File: src/rtl/square_path_go_to_goal_controller_defines.svh
// Assertion helpers shared by the controller RTL.
`ifndef SQUARE_PATH_GO_TO_GOAL_CONTROLLER_DEFINES_SVH
`define SQUARE_PATH_GO_TO_GOAL_CONTROLLER_DEFINES_SVH

// Same-cycle implication, disabled while reset is asserted.
`define SQG2G_ASSERT_SAME(label, clk, rst_n, ante, cons, msg) \
    label: assert property (@(posedge clk) disable iff (!rst_n) (ante) |-> (cons)) \
        else $error(msg);

// Next-cycle implication, disabled while reset is asserted.
`define SQG2G_ASSERT_NEXT(label, clk, rst_n, ante, cons, msg) \
    label: assert property (@(posedge clk) disable iff (!rst_n) (ante) |=> (cons)) \
        else $error(msg);

`endif

File: src/rtl/sqg2g_pkg.sv
package sqg2g_pkg;

    // Default iteration count of the vectoring unit
    localparam int CORDIC_STEPS_DEF = 16;

    // Field widths
    localparam int POS_W      = 24;
    localparam int HEAD_W     = 19;
    localparam int SIDE_W     = 23;
    localparam int GAIN_W     = 16;
    localparam int LIN_W      = 24;
    localparam int ANGV_W     = 24;
    localparam int CFG_IDX_W  = 3;
    localparam int CFG_DATA_W = 24;

    // Internal widths
    localparam int DELTA_W    = 26;   // corner minus pose
    localparam int GUARD_BITS = 8;
    localparam int VEC_W      = 36;   // CORDIC x/y, signed
    localparam int XU_W       = VEC_W - 1;
    localparam int ANG_W      = 21;   // CORDIC z, signed Q4.16
    localparam int ATAN_W     = 16;
    localparam int ERR_W      = 22;   // heading error, signed
    localparam int MAG_W      = 27;   // distance, unsigned Q11.16
    localparam int MUL_A_W    = 16;
    localparam int MUL_B_W    = 28;
    localparam int PROD_W     = 44;
    localparam int ACC_W      = 52;
    localparam int XL_W       = 18;   // low slice of x for the magnitude scale
    localparam int XH_W       = XU_W - XL_W;
    localparam int MAG_SH     = 24;
    localparam int GAIN_SH    = 8;

    // Constants
    localparam int PI_Q      = 205887;
    localparam int TWO_PI_Q  = 411774;
    localparam int INV_K_Q16 = 39797;

    // Register indexes of the configuration port
    typedef enum logic [CFG_IDX_W-1:0] {
        CFG_ORIGIN_X    = 3'd0,
        CFG_ORIGIN_Y    = 3'd1,
        CFG_SIDE_LENGTH = 3'd2,
        CFG_ARRIVE_TOL  = 3'd3,
        CFG_LIN_GAIN    = 3'd4,
        CFG_ANG_GAIN    = 3'd5
    } t_cfg_idx;

    // CORDIC control and status
    typedef struct packed {
        logic load;
    } t_cordic_ctl;

    typedef struct packed {
        logic busy;
        logic done;
    } t_cordic_sts;

    // Shared multiplier request
    typedef struct packed {
        logic                      issue;
        logic [MUL_A_W-1:0]        a;
        logic signed [MUL_B_W-1:0] b;
    } t_mul_req;

    // round(atan(2^-i) * 2^16)
    function automatic logic [ATAN_W-1:0] atan_q(input logic [4:0] idx);
        logic [ATAN_W-1:0] v;
        unique case (idx)
            5'd0:    v = 16'd51472;
            5'd1:    v = 16'd30386;
            5'd2:    v = 16'd16055;
            5'd3:    v = 16'd8150;
            5'd4:    v = 16'd4091;
            5'd5:    v = 16'd2047;
            5'd6:    v = 16'd1024;
            5'd7:    v = 16'd512;
            5'd8:    v = 16'd256;
            5'd9:    v = 16'd128;
            5'd10:   v = 16'd64;
            5'd11:   v = 16'd32;
            5'd12:   v = 16'd16;
            5'd13:   v = 16'd8;
            5'd14:   v = 16'd4;
            5'd15:   v = 16'd2;
            5'd16:   v = 16'd1;
            default: v = 16'd0;
        endcase
        return v;
    endfunction

endpackage

File: src/rtl/sqg2g_cordic.sv
module sqg2g_cordic
    import sqg2g_pkg::*;
#(
    parameter int STEPS = CORDIC_STEPS_DEF
) (
    input  logic                      i_clk,
    input  logic                      i_rst_n,
    input  t_cordic_ctl               i_ctl,
    input  logic signed [DELTA_W-1:0] i_dx,
    input  logic signed [DELTA_W-1:0] i_dy,
    output t_cordic_sts               o_sts,
    output logic [XU_W-1:0]           o_x,
    output logic signed [ANG_W-1:0]   o_z
);

    localparam int IW = $clog2(STEPS);
    localparam logic [IW-1:0] LAST_I = IW'(STEPS - 1);
    localparam logic signed [ANG_W-1:0] C_PI = ANG_W'(PI_Q);

    logic signed [VEC_W-1:0] r_x;
    logic signed [VEC_W-1:0] r_y;
    logic signed [ANG_W-1:0] r_z;
    logic [IW-1:0]           r_i;
    logic                    r_busy;
    logic                    r_done;
    logic                    r_zero;

    logic signed [VEC_W-1:0] w_x0;
    logic signed [VEC_W-1:0] w_y0;
    logic signed [VEC_W-1:0] w_xs;
    logic signed [VEC_W-1:0] w_ys;
    logic signed [ANG_W-1:0] w_atan;
    logic                    w_zero;

    // Scale the deltas by the guard bits
    assign w_x0 = {{(VEC_W-DELTA_W-GUARD_BITS){i_dx[DELTA_W-1]}}, i_dx, {GUARD_BITS{1'b0}}};
    assign w_y0 = {{(VEC_W-DELTA_W-GUARD_BITS){i_dy[DELTA_W-1]}}, i_dy, {GUARD_BITS{1'b0}}};
    assign w_zero = (i_dx == '0) && (i_dy == '0);

    // Shared shift and table lookup for the current micro-rotation
    assign w_xs   = r_x >>> r_i;
    assign w_ys   = r_y >>> r_i;
    assign w_atan = ANG_W'(atan_q(5'(r_i)));

    // Control: load, iterate, pulse done
    always_ff @(posedge i_clk) begin
        if (!i_rst_n) begin
            r_busy <= 1'b0;
            r_done <= 1'b0;
            r_i    <= '0;
        end else if (i_ctl.load) begin
            r_busy <= !w_zero;
            r_done <= w_zero;
            r_i    <= '0;
        end else if (r_busy) begin
            r_i <= r_i + 1'b1;
            if (r_i == LAST_I) begin
                r_busy <= 1'b0;
                r_done <= 1'b1;
            end
        end else begin
            r_done <= 1'b0;
        end
    end

    // Datapath: pre-rotate left-half vectors, then one rotation per cycle
    always_ff @(posedge i_clk) begin
        if (i_ctl.load) begin
            r_zero <= w_zero;
            if (i_dx < 0) begin
                r_x <= -w_x0;
                r_y <= -w_y0;
                r_z <= (i_dy >= 0) ? C_PI : -C_PI;
            end else begin
                r_x <= w_x0;
                r_y <= w_y0;
                r_z <= '0;
            end
        end else if (r_busy) begin
            if (r_y >= 0) begin
                r_x <= r_x + w_ys;
                r_y <= r_y - w_xs;
                r_z <= r_z + w_atan;
            end else begin
                r_x <= r_x - w_ys;
                r_y <= r_y + w_xs;
                r_z <= r_z - w_atan;
            end
        end
    end

    assign o_sts.busy = r_busy;
    assign o_sts.done = r_done;
    assign o_x = r_x[VEC_W-1] ? '0 : r_x[XU_W-1:0];
    assign o_z = r_zero ? '0 : r_z;

endmodule

File: src/rtl/sqg2g_mul.sv
module sqg2g_mul
    import sqg2g_pkg::*;
(
    input  logic                     i_clk,
    input  t_mul_req                 i_req,
    output logic signed [PROD_W-1:0] o_prod
);

    logic signed [PROD_W-1:0]  r_prod;
    logic signed [MUL_B_W+MUL_A_W:0] w_full;

    // Unsigned gain or constant times signed operand
    assign w_full = $signed({1'b0, i_req.a}) * i_req.b;

    // Hold the product until the next request
    always_ff @(posedge i_clk) begin
        if (i_req.issue) begin
            r_prod <= w_full[PROD_W-1:0];
        end
    end

    assign o_prod = r_prod;

endmodule

File: src/rtl/square_path_go_to_goal_controller.sv
// Proportional go-to-goal controller that walks the corners of a square.
// Input channel (i_in_valid / o_in_ready): one pose request (x, y, heading).
// Output channel (o_out_valid / i_out_ready): one command per pose with
// linear and angular velocity, the corner now targeted and a reached flag.
// Config channel (i_cfg_valid / o_cfg_ready, always ready): register index
// and data; write only while no pose is in flight. Unknown indexes are dropped.
// Each pose runs one CORDIC vectoring pass plus a shared 16x28 multiplier
// for the distance scale and both gains, and one extra pass when the corner
// is reached and the goal advances; the heading error is wrapped into
// (-pi, pi] before the angular gain is applied. A pass whose vector is zero
// skips its rotations.
// The next pose is accepted the cycle
// after the result is loaded; the output register lets it enter while the
// previous command still waits. If the receiver stalls with a command held,
// the next pose is computed and then waits until the held one is taken.
// Synchronous active-low reset restores default gains, side and tolerance,
// zero origin, targets the first corner and empties the output register.
module square_path_go_to_goal_controller
    import sqg2g_pkg::*;
#(
    parameter int CORDIC_STEPS = CORDIC_STEPS_DEF
) (
    input  logic                     i_clk,
    input  logic                     i_rst_n,
    input  logic                     i_in_valid,
    output logic                     o_in_ready,
    input  logic signed [POS_W-1:0]  i_pose_x,
    input  logic signed [POS_W-1:0]  i_pose_y,
    input  logic signed [HEAD_W-1:0] i_heading,
    output logic                     o_out_valid,
    input  logic                     i_out_ready,
    output logic [LIN_W-1:0]         o_linear_velocity,
    output logic signed [ANGV_W-1:0] o_angular_velocity,
    output logic [1:0]               o_corner_index,
    output logic                     o_corner_reached,
    input  logic                     i_cfg_valid,
    output logic                     o_cfg_ready,
    input  logic [CFG_IDX_W-1:0]     i_cfg_index,
    input  logic [CFG_DATA_W-1:0]    i_cfg_data
);

`include "square_path_go_to_goal_controller_defines.svh"

    typedef enum logic [11:0] {
        S_IDLE = 12'b0000_0000_0001,
        S_LOAD = 12'b0000_0000_0010,
        S_RUN  = 12'b0000_0000_0100,
        S_MAGL = 12'b0000_0000_1000,
        S_MAGH = 12'b0000_0001_0000,
        S_MAGS = 12'b0000_0010_0000,
        S_CMP  = 12'b0000_0100_0000,
        S_LIN  = 12'b0000_1000_0000,
        S_LINW = 12'b0001_0000_0000,
        S_WRAP = 12'b0010_0000_0000,
        S_ANG  = 12'b0100_0000_0000,
        S_DONE = 12'b1000_0000_0000
    } t_state;

    localparam logic signed [ERR_W-1:0] C_PI     = ERR_W'(PI_Q);
    localparam logic signed [ERR_W-1:0] C_TWO_PI = ERR_W'(TWO_PI_Q);
    localparam logic [ACC_W-1:0]        C_ROUND  = ACC_W'(1) << (MAG_SH - 1);
    localparam logic [MUL_A_W-1:0]      C_INV_K  = MUL_A_W'(INV_K_Q16);

    // Configuration registers
    logic signed [POS_W-1:0] r_origin_x;
    logic signed [POS_W-1:0] r_origin_y;
    logic [SIDE_W-1:0]       r_side;
    logic [SIDE_W-1:0]       r_tol;
    logic [GAIN_W-1:0]       r_lin_gain;
    logic [GAIN_W-1:0]       r_ang_gain;

    // Sequencer and working registers
    t_state                    r_state;
    t_state                    n_state;
    logic [1:0]                r_target;
    logic                      r_reached;
    logic signed [POS_W-1:0]   r_pose_x;
    logic signed [POS_W-1:0]   r_pose_y;
    logic signed [HEAD_W-1:0]  r_heading;
    logic [ACC_W-1:0]          r_acc;
    logic [MAG_W-1:0]          r_mag;
    logic [LIN_W-1:0]          r_lin;
    logic signed [ERR_W-1:0]   r_err;

    // Output register
    logic                      r_out_valid;
    logic [LIN_W-1:0]          r_o_lin;
    logic signed [ANGV_W-1:0]  r_o_ang;
    logic [1:0]                r_o_corner;
    logic                      r_o_reached;

    logic                      w_in_acc;
    logic                      w_out_load;
    logic                      w_advance;
    logic signed [DELTA_W-1:0] w_gx;
    logic signed [DELTA_W-1:0] w_gy;
    logic signed [DELTA_W-1:0] w_dx;
    logic signed [DELTA_W-1:0] w_dy;
    logic signed [DELTA_W-1:0] w_side_ext;
    t_cordic_ctl               w_cordic_ctl;
    t_cordic_sts               w_cordic_sts;
    logic [XU_W-1:0]           w_x;
    logic signed [ANG_W-1:0]   w_z;
    t_mul_req                  w_mul_req;
    logic signed [PROD_W-1:0]  w_prod;
    logic [ACC_W-1:0]          w_mag_sum;
    logic [LIN_W-1:0]          w_lin_sat;
    logic signed [ANGV_W-1:0]  w_ang_sat;

    assign o_cfg_ready = 1'b1;
    assign o_in_ready  = (r_state == S_IDLE);
    assign w_in_acc    = i_in_valid && o_in_ready;
    assign w_out_load  = (r_state == S_DONE) && (!r_out_valid || i_out_ready);
    assign w_advance   = (r_state == S_CMP) && !r_reached
                         && (r_mag <= {{(MAG_W-SIDE_W){1'b0}}, r_tol});

    // Configuration writes
    always_ff @(posedge i_clk) begin
        if (!i_rst_n) begin
            r_origin_x <= '0;
            r_origin_y <= '0;
            r_side     <= SIDE_W'(98304);
            r_tol      <= SIDE_W'(6554);
            r_lin_gain <= GAIN_W'(77);
            r_ang_gain <= GAIN_W'(768);
        end else if (i_cfg_valid) begin
            unique case (i_cfg_index)
                CFG_ORIGIN_X:    r_origin_x <= i_cfg_data[POS_W-1:0];
                CFG_ORIGIN_Y:    r_origin_y <= i_cfg_data[POS_W-1:0];
                CFG_SIDE_LENGTH: r_side     <= i_cfg_data[SIDE_W-1:0];
                CFG_ARRIVE_TOL:  r_tol      <= i_cfg_data[SIDE_W-1:0];
                CFG_LIN_GAIN:    r_lin_gain <= i_cfg_data[GAIN_W-1:0];
                CFG_ANG_GAIN:    r_ang_gain <= i_cfg_data[GAIN_W-1:0];
                default: ;
            endcase
        end
    end

    // Corner minus pose for the current target
    assign w_side_ext = {{(DELTA_W-SIDE_W){1'b0}}, r_side};
    assign w_gx = DELTA_W'(r_origin_x) + ((r_target == 2'd0 || r_target == 2'd1) ?
                  w_side_ext : '0);
    assign w_gy = DELTA_W'(r_origin_y) + ((r_target == 2'd1 || r_target == 2'd2) ?
                  w_side_ext : '0);
    assign w_dx = w_gx - DELTA_W'(r_pose_x);
    assign w_dy = w_gy - DELTA_W'(r_pose_y);

    assign w_cordic_ctl.load = (r_state == S_LOAD);

    sqg2g_cordic #(
        .STEPS (CORDIC_STEPS)
    ) u_cordic (
        .i_clk   (i_clk),
        .i_rst_n (i_rst_n),
        .i_ctl   (w_cordic_ctl),
        .i_dx    (w_dx),
        .i_dy    (w_dy),
        .o_sts   (w_cordic_sts),
        .o_x     (w_x),
        .o_z     (w_z)
    );

    // Multiplier requests per state
    always_comb begin
        w_mul_req.issue = 1'b0;
        w_mul_req.a     = C_INV_K;
        w_mul_req.b     = '0;
        unique case (r_state)
            S_MAGL: begin
                w_mul_req.issue = 1'b1;
                w_mul_req.b     = MUL_B_W'({1'b0, w_x[XL_W-1:0]});
            end
            S_MAGH: begin
                w_mul_req.issue = 1'b1;
                w_mul_req.b     = MUL_B_W'({1'b0, w_x[XU_W-1:XL_W]});
            end
            S_LIN: begin
                w_mul_req.issue = 1'b1;
                w_mul_req.a     = r_lin_gain;
                w_mul_req.b     = MUL_B_W'({1'b0, r_mag});
            end
            S_ANG: begin
                w_mul_req.issue = 1'b1;
                w_mul_req.a     = r_ang_gain;
                w_mul_req.b     = MUL_B_W'(r_err);
            end
            default: ;
        endcase
    end

    sqg2g_mul u_mul (
        .i_clk  (i_clk),
        .i_req  (w_mul_req),
        .o_prod (w_prod)
    );

    // Magnitude: add the high partial product to the rounded low one
    assign w_mag_sum = r_acc + ({{(ACC_W-PROD_W){1'b0}}, w_prod} << XL_W);

    // Saturate gain products after dropping the Q8.8 fraction
    assign w_lin_sat = (|w_prod[PROD_W-1:LIN_W+GAIN_SH]) ? '1
                       : w_prod[LIN_W+GAIN_SH-1:GAIN_SH];
    always_comb begin
        if ((&w_prod[PROD_W-1:ANGV_W+GAIN_SH-1]) || !(|w_prod[PROD_W-1:ANGV_W+GAIN_SH-1])) begin
            w_ang_sat = w_prod[ANGV_W+GAIN_SH-1:GAIN_SH];
        end else begin
            w_ang_sat = w_prod[PROD_W-1] ? {1'b1, {(ANGV_W-1){1'b0}}}
                        : {1'b0, {(ANGV_W-1){1'b1}}};
        end
    end

    // Sequencer
    always_comb begin
        n_state = r_state;
        unique case (r_state)
            S_IDLE: if (w_in_acc) n_state = S_LOAD;
            S_LOAD: n_state = S_RUN;
            S_RUN:  if (w_cordic_sts.done) n_state = S_MAGL;
            S_MAGL: n_state = S_MAGH;
            S_MAGH: n_state = S_MAGS;
            S_MAGS: n_state = S_CMP;
            S_CMP:  n_state = w_advance ? S_LOAD : S_LIN;
            S_LIN:  n_state = S_LINW;
            S_LINW: n_state = S_WRAP;
            S_WRAP: if (r_err <= C_PI && r_err > -C_PI) n_state = S_ANG;
            S_ANG:  n_state = S_DONE;
            S_DONE: if (w_out_load) n_state = S_IDLE;
            default: n_state = S_IDLE;
        endcase
    end

    // Control state
    always_ff @(posedge i_clk) begin
        if (!i_rst_n) begin
            r_state     <= S_IDLE;
            r_target    <= 2'd0;
            r_reached   <= 1'b0;
            r_out_valid <= 1'b0;
        end else begin
            r_state <= n_state;
            if (w_in_acc) begin
                r_reached <= 1'b0;
            end
            if (w_advance) begin
                r_target  <= r_target + 2'd1;
                r_reached <= 1'b1;
            end
            if (w_out_load) begin
                r_out_valid <= 1'b1;
            end else if (i_out_ready) begin
                r_out_valid <= 1'b0;
            end
        end
    end

    // Datapath registers
    always_ff @(posedge i_clk) begin
        if (w_in_acc) begin
            r_pose_x  <= i_pose_x;
            r_pose_y  <= i_pose_y;
            r_heading <= i_heading;
        end
        if (r_state == S_MAGH) begin
            r_acc <= {{(ACC_W-PROD_W){1'b0}}, w_prod} + C_ROUND;
        end
        if (r_state == S_MAGS) begin
            r_mag <= w_mag_sum[MAG_SH+MAG_W-1:MAG_SH];
        end
        if (r_state == S_LIN) begin
            r_err <= ERR_W'(w_z) - ERR_W'(r_heading);
        end
        if (r_state == S_LINW) begin
            r_lin <= w_lin_sat;
        end
        // Wrap the heading error into (-pi, pi]
        if (r_state == S_WRAP) begin
            if (r_err > C_PI) begin
                r_err <= r_err - C_TWO_PI;
            end else if (r_err <= -C_PI) begin
                r_err <= r_err + C_TWO_PI;
            end
        end
        if (w_out_load) begin
            r_o_lin     <= r_lin;
            r_o_ang     <= w_ang_sat;
            r_o_corner  <= r_target;
            r_o_reached <= r_reached;
        end
    end

    assign o_out_valid        = r_out_valid;
    assign o_linear_velocity  = r_o_lin;
    assign o_angular_velocity = r_o_ang;
    assign o_corner_index     = r_o_corner;
    assign o_corner_reached   = r_o_reached;

    `SQG2G_ASSERT_SAME(a_idle_cordic_quiet, i_clk, i_rst_n, o_in_ready, !w_cordic_sts.busy, "pose accepted while CORDIC busy")
    `SQG2G_ASSERT_NEXT(a_idle_target_hold, i_clk, i_rst_n, r_state == S_IDLE, r_target == $past(r_target), "target moved while idle")
    `SQG2G_ASSERT_SAME(a_err_wrapped, i_clk, i_rst_n, r_state == S_ANG, r_err <= C_PI && r_err > -C_PI, "heading error not wrapped")
    `SQG2G_ASSERT_NEXT(a_load_result, i_clk, i_rst_n, w_out_load, o_out_valid && o_corner_index == $past(r_target), "result not loaded with target")
    `SQG2G_ASSERT_NEXT(a_advance_once, i_clk, i_rst_n, w_advance, r_reached && r_state == S_LOAD, "advance did not restart pass")

endmodule

File: config.mk
export PLATFORM = sky130hd
export DESIGN_NAME = square_path_go_to_goal_controller
export DESIGN_NICKNAME = d
export VERILOG_FILES = /design/src/rtl/sqg2g_pkg.sv /design/src/rtl/sqg2g_cordic.sv /design/src/rtl/sqg2g_mul.sv /design/src/rtl/square_path_go_to_goal_controller.sv
export VERILOG_INCLUDE_DIRS = /design/src /design/src/rtl
export SDC_FILE = /design/constraint.sdc
export NUM_CORES = 2
export LEC_CHECK = 0
export ABC_CLOCK_PERIOD_IN_PS = 12700
export BUFFER_PORTS_ARGS = -buffer_cell sky130_fd_sc_hd__buf_2
export CAP_MARGIN = 20
export CORE_AREA = 8 8 433 435
export DETAILED_ROUTE_END_ITERATION = 7
export DIE_AREA = 0 0 441 443
export GPL_ROUTABILITY_DRIVEN = 0
export HOLD_SLACK_MARGIN = 0.12
export PLACE_DENSITY = 0.55
export SYNTH_ARGS = -nofsm -noshare
export SYNTH_HDL_FRONTEND = slang
export SYNTH_HIERARCHICAL = 1
export SYNTH_SLANG_ARGS = --single-unit
File: constraint.sdc
create_clock -name i_clk -period 12.7 [get_ports i_clk]
set_clock_uncertainty 0.2 [all_clocks]
set_input_delay 1.905 -clock i_clk [delete_from_list [all_inputs] [get_ports i_clk]]
set_output_delay 1.905 -clock i_clk [all_outputs]
set_load 0.005 [all_outputs]
==> flow_summary.ini <==
[cells_and_area]
fill_cells = 18600
drive_above_1_share = 0.0889
n_antenna_cell = 0
register_area_sq_um = 13800
area_growth_pct = 9.38
layout.nets = 6804
stdcell_count = 8308
multi_input_area_sq_um = 36200

[logic_synthesis]
ys_warn_count = 6
synthCells = 5889
synth_nets = 6804
syn_area_per_cell_sq_um = 9.14
netlist_area_sq_um = 53800

[timing]
worstMarginPinSlew_ns = 1.07
hold_viol = 0
period_minus_slack_ns = 9.24
max_freq_mhz = 108
rsz0062_at_grt = false
finalMaxSlewViolations = 0
setup_viol = 0
finalSetupTns_ns = 0
fin_crit_sh = 0.728
finalWorstSetupSlack_ns = 3.46
slew_headroom = 0.287

[clock_tree]
clock_path_buffers = 3
cts_tree = built
htree_num_levels = 2
clk_pin_slew_worst_paths_ns = 0.06
post_cts_buffers = 0
numCtsBuffers = 58
ctsHoldBuffers = 0
worst_skew_pair.late_latency_ns = 0.68
cts-root-buf = clkbuf_16
post_cts_resized = 0
cts.sinks = 520

[routing]
first_iter_violations = 2994
wl_met3_um = 7240
wl_um = 164000
top_layer_used = met4
drt-vias-per-instance = 5.11
wl_met2_um = 81800
firstDrtPassIters = 6
wl_per_cell_um = 19.7
ant_nets = 0
drt-met1-wl_um = 68100
vias = 42400
drc = 0

[worst_setup_path]
worst_setup_path_start_kind = flop
critPathRequiredTime_ns = 12.90
reg2reg_to = u_mul/o_prod[43]$_DFFE_PP_
crit_type = reg2reg
reg2regPathDepth = 26
arrival_ns = 9.44
reg2reg_slack_ns = 3.46
crit_fanout = 40
crit_path_end_kind = flop
reg2reg_from = r_state[2]$_SDFFE_PN0P_

[global_route]
grt_max_degree = 83
globalRouteTotalUtil = 0.164
gr-total-overflow = 0
grt_pass1_vias = 43200
antenna_found_initial = 5
grt_pass1_wl_um = 256000

[placement]
dpl_worst_slack_ns = 3.46
dpl.cell_count = 8194
io_buffers = 151
dpl.hpwl_um = 127000

[pwr]
p_sw_frac = 0.412
power_frac_clock = 0.210
cellPowerDensity_nw_per_um2 = 138
p_leak_nw = 24.6
comb_power_share = 0.491
internal_power_mw = 4.78
netSwitchingPower_mw = 3.35
ir_drop_mv = 0.0952
power_frac_seq = 0.299

[hold_path]
min_path_cells = 0
hp-start = r_lin[16]$_SDFFCE_PP1P_
hold_path.class = reg2reg
min_to = o_linear_velocity[16]$_DFFE_PP_

[floorplanning]
die_w_um = 441
core_sq_um = 180000
dieArea_sq_um = 195000
die_height_um = 443
floorplan.initialDensity = 0.299
io-pin-count = 153
rows = 156

[status]
outcome = completed

[job]
max_cap_viol_count = 0
## layer usage
layer / vias to the layer above / track usage
li1: 19900 / -
met3: 262 / 0.0167
met5: - / 0
met2: 1167 / 0.292
met4: 0 / 0.0578
met1: 21100 / 0.206
## power groups by stage
stage               clock network, mW  registers [mW]  logic, mW
finish                           1.71            2.43       3.99
global route                     1.82            2.44       4.43
CTS                              1.76            2.42       3.96
detailed placement                  0            2.46       3.93
global placement                    0            2.46       3.87
floorplan                           0            2.30       3.06
## worst max-delay path: stages (launching register included)
cell	delay, ns
dfxtp_1	0.34
or4_1	0.58
nor2_1	0.19
nand2_1	0.13
nor3b_2	0.18
buf_4	0.44
nand2b_1	0.49
nand2_1	0.76
and2_1	0.40
ha_1	0.30
fa_1	0.51
fa_1	0.54
fa_1	0.55
fa_1	0.55
inv_1	0.07
fa_1	0.53
inv_1	0.05
ha_1	0.38
a21oi_1	0.24
o21ai_0	0.12
a21oi_1	0.22
o21ai_2	0.13
a211oi_4	0.29
o21ai_1	0.17
a311o_1	0.36
a21oi_2	0.15
xnor2_1	0.07
## layout make-up
| type | instances | share of cell area |
|---|---|---|
| Multi-Input combinational cell | 4338 | 0.614 |
| Clock buffer | 77 | 0.0282 |
| Timing Repair Buffer | 199 | 0.0201 |
| Clock inverter | 32 | 0.00431 |
| Tap cell | 2370 | 0.0504 |
| Inverter | 772 | 0.0492 |
| Sequential cell | 520 | 0.234 |
## worst max-delay path by stage
stage                       startpoint                          to  slack (ns)  depth (start not counted)
2_1_floorplan  r_state[2]$_SDFFE_PN0P_  u_mul/o_prod[39]$_DFFE_PP_        4.08                         27
3_3_place_gp   r_state[2]$_SDFFE_PN0P_  u_mul/o_prod[43]$_DFFE_PP_        3.62                         26
3_5_place_dp   r_state[2]$_SDFFE_PN0P_  u_mul/o_prod[43]$_DFFE_PP_        3.46                         26
4_1_cts        r_state[2]$_SDFFE_PN0P_  u_mul/o_prod[43]$_DFFE_PP_        3.45                         26
5_1_grt        r_state[2]$_SDFFE_PN0P_  u_mul/o_prod[39]$_DFFE_PP_        2.89                         26
6_report       r_state[2]$_SDFFE_PN0P_  u_mul/o_prod[43]$_DFFE_PP_        3.46                         26
## metrics by stage
| step | utilization | hold slack [ns] | cell area, sq um | total power [mW] |
|---|---|---|---|---|
| floorplan | - | 0.200 | 53800 | 5.36 |
| global placement | 0.316 | 0.203 | 56900 | 6.33 |
| detailed placement | 0.316 | 0.205 | 56900 | 6.38 |
| CTS | 0.326 | 0.216 | 58800 | 8.14 |
| global route | 0.327 | 0.219 | 58900 | 8.68 |
| finish | 0.327 | 0.215 | 58900 | 8.13 |
## registers in the layout, indices dropped and copies added, names as in the netlist, 22 cells and up
signal / flops
r_side: 23
r_acc: 27
r_origin_y: 24
r_mag: 27
r_tol: 23
r_err: 22
u_cordic/r_y: 36
u_mul/o_prod: 44
o_angular_velocity: 24
o_linear_velocity: 24
u_cordic/r_x: 36
r_origin_x: 24
r_lin: 24
r_pose_y: 24
r_pose_x: 24
## cell usage in the layout, fill, tap and decap left out, types with 205 or more instances in the layout
cell type / instances
and2_1: 223
fa_1: 478
nor2_1: 271
xnor2_1: 234
inv_1: 766
edfxtp_1: 335
a21oi_1: 372
ha_1: 338
nand2_1: 821
o21ai_0: 205
Note: power is estimated with default switching activity, not from simulation.
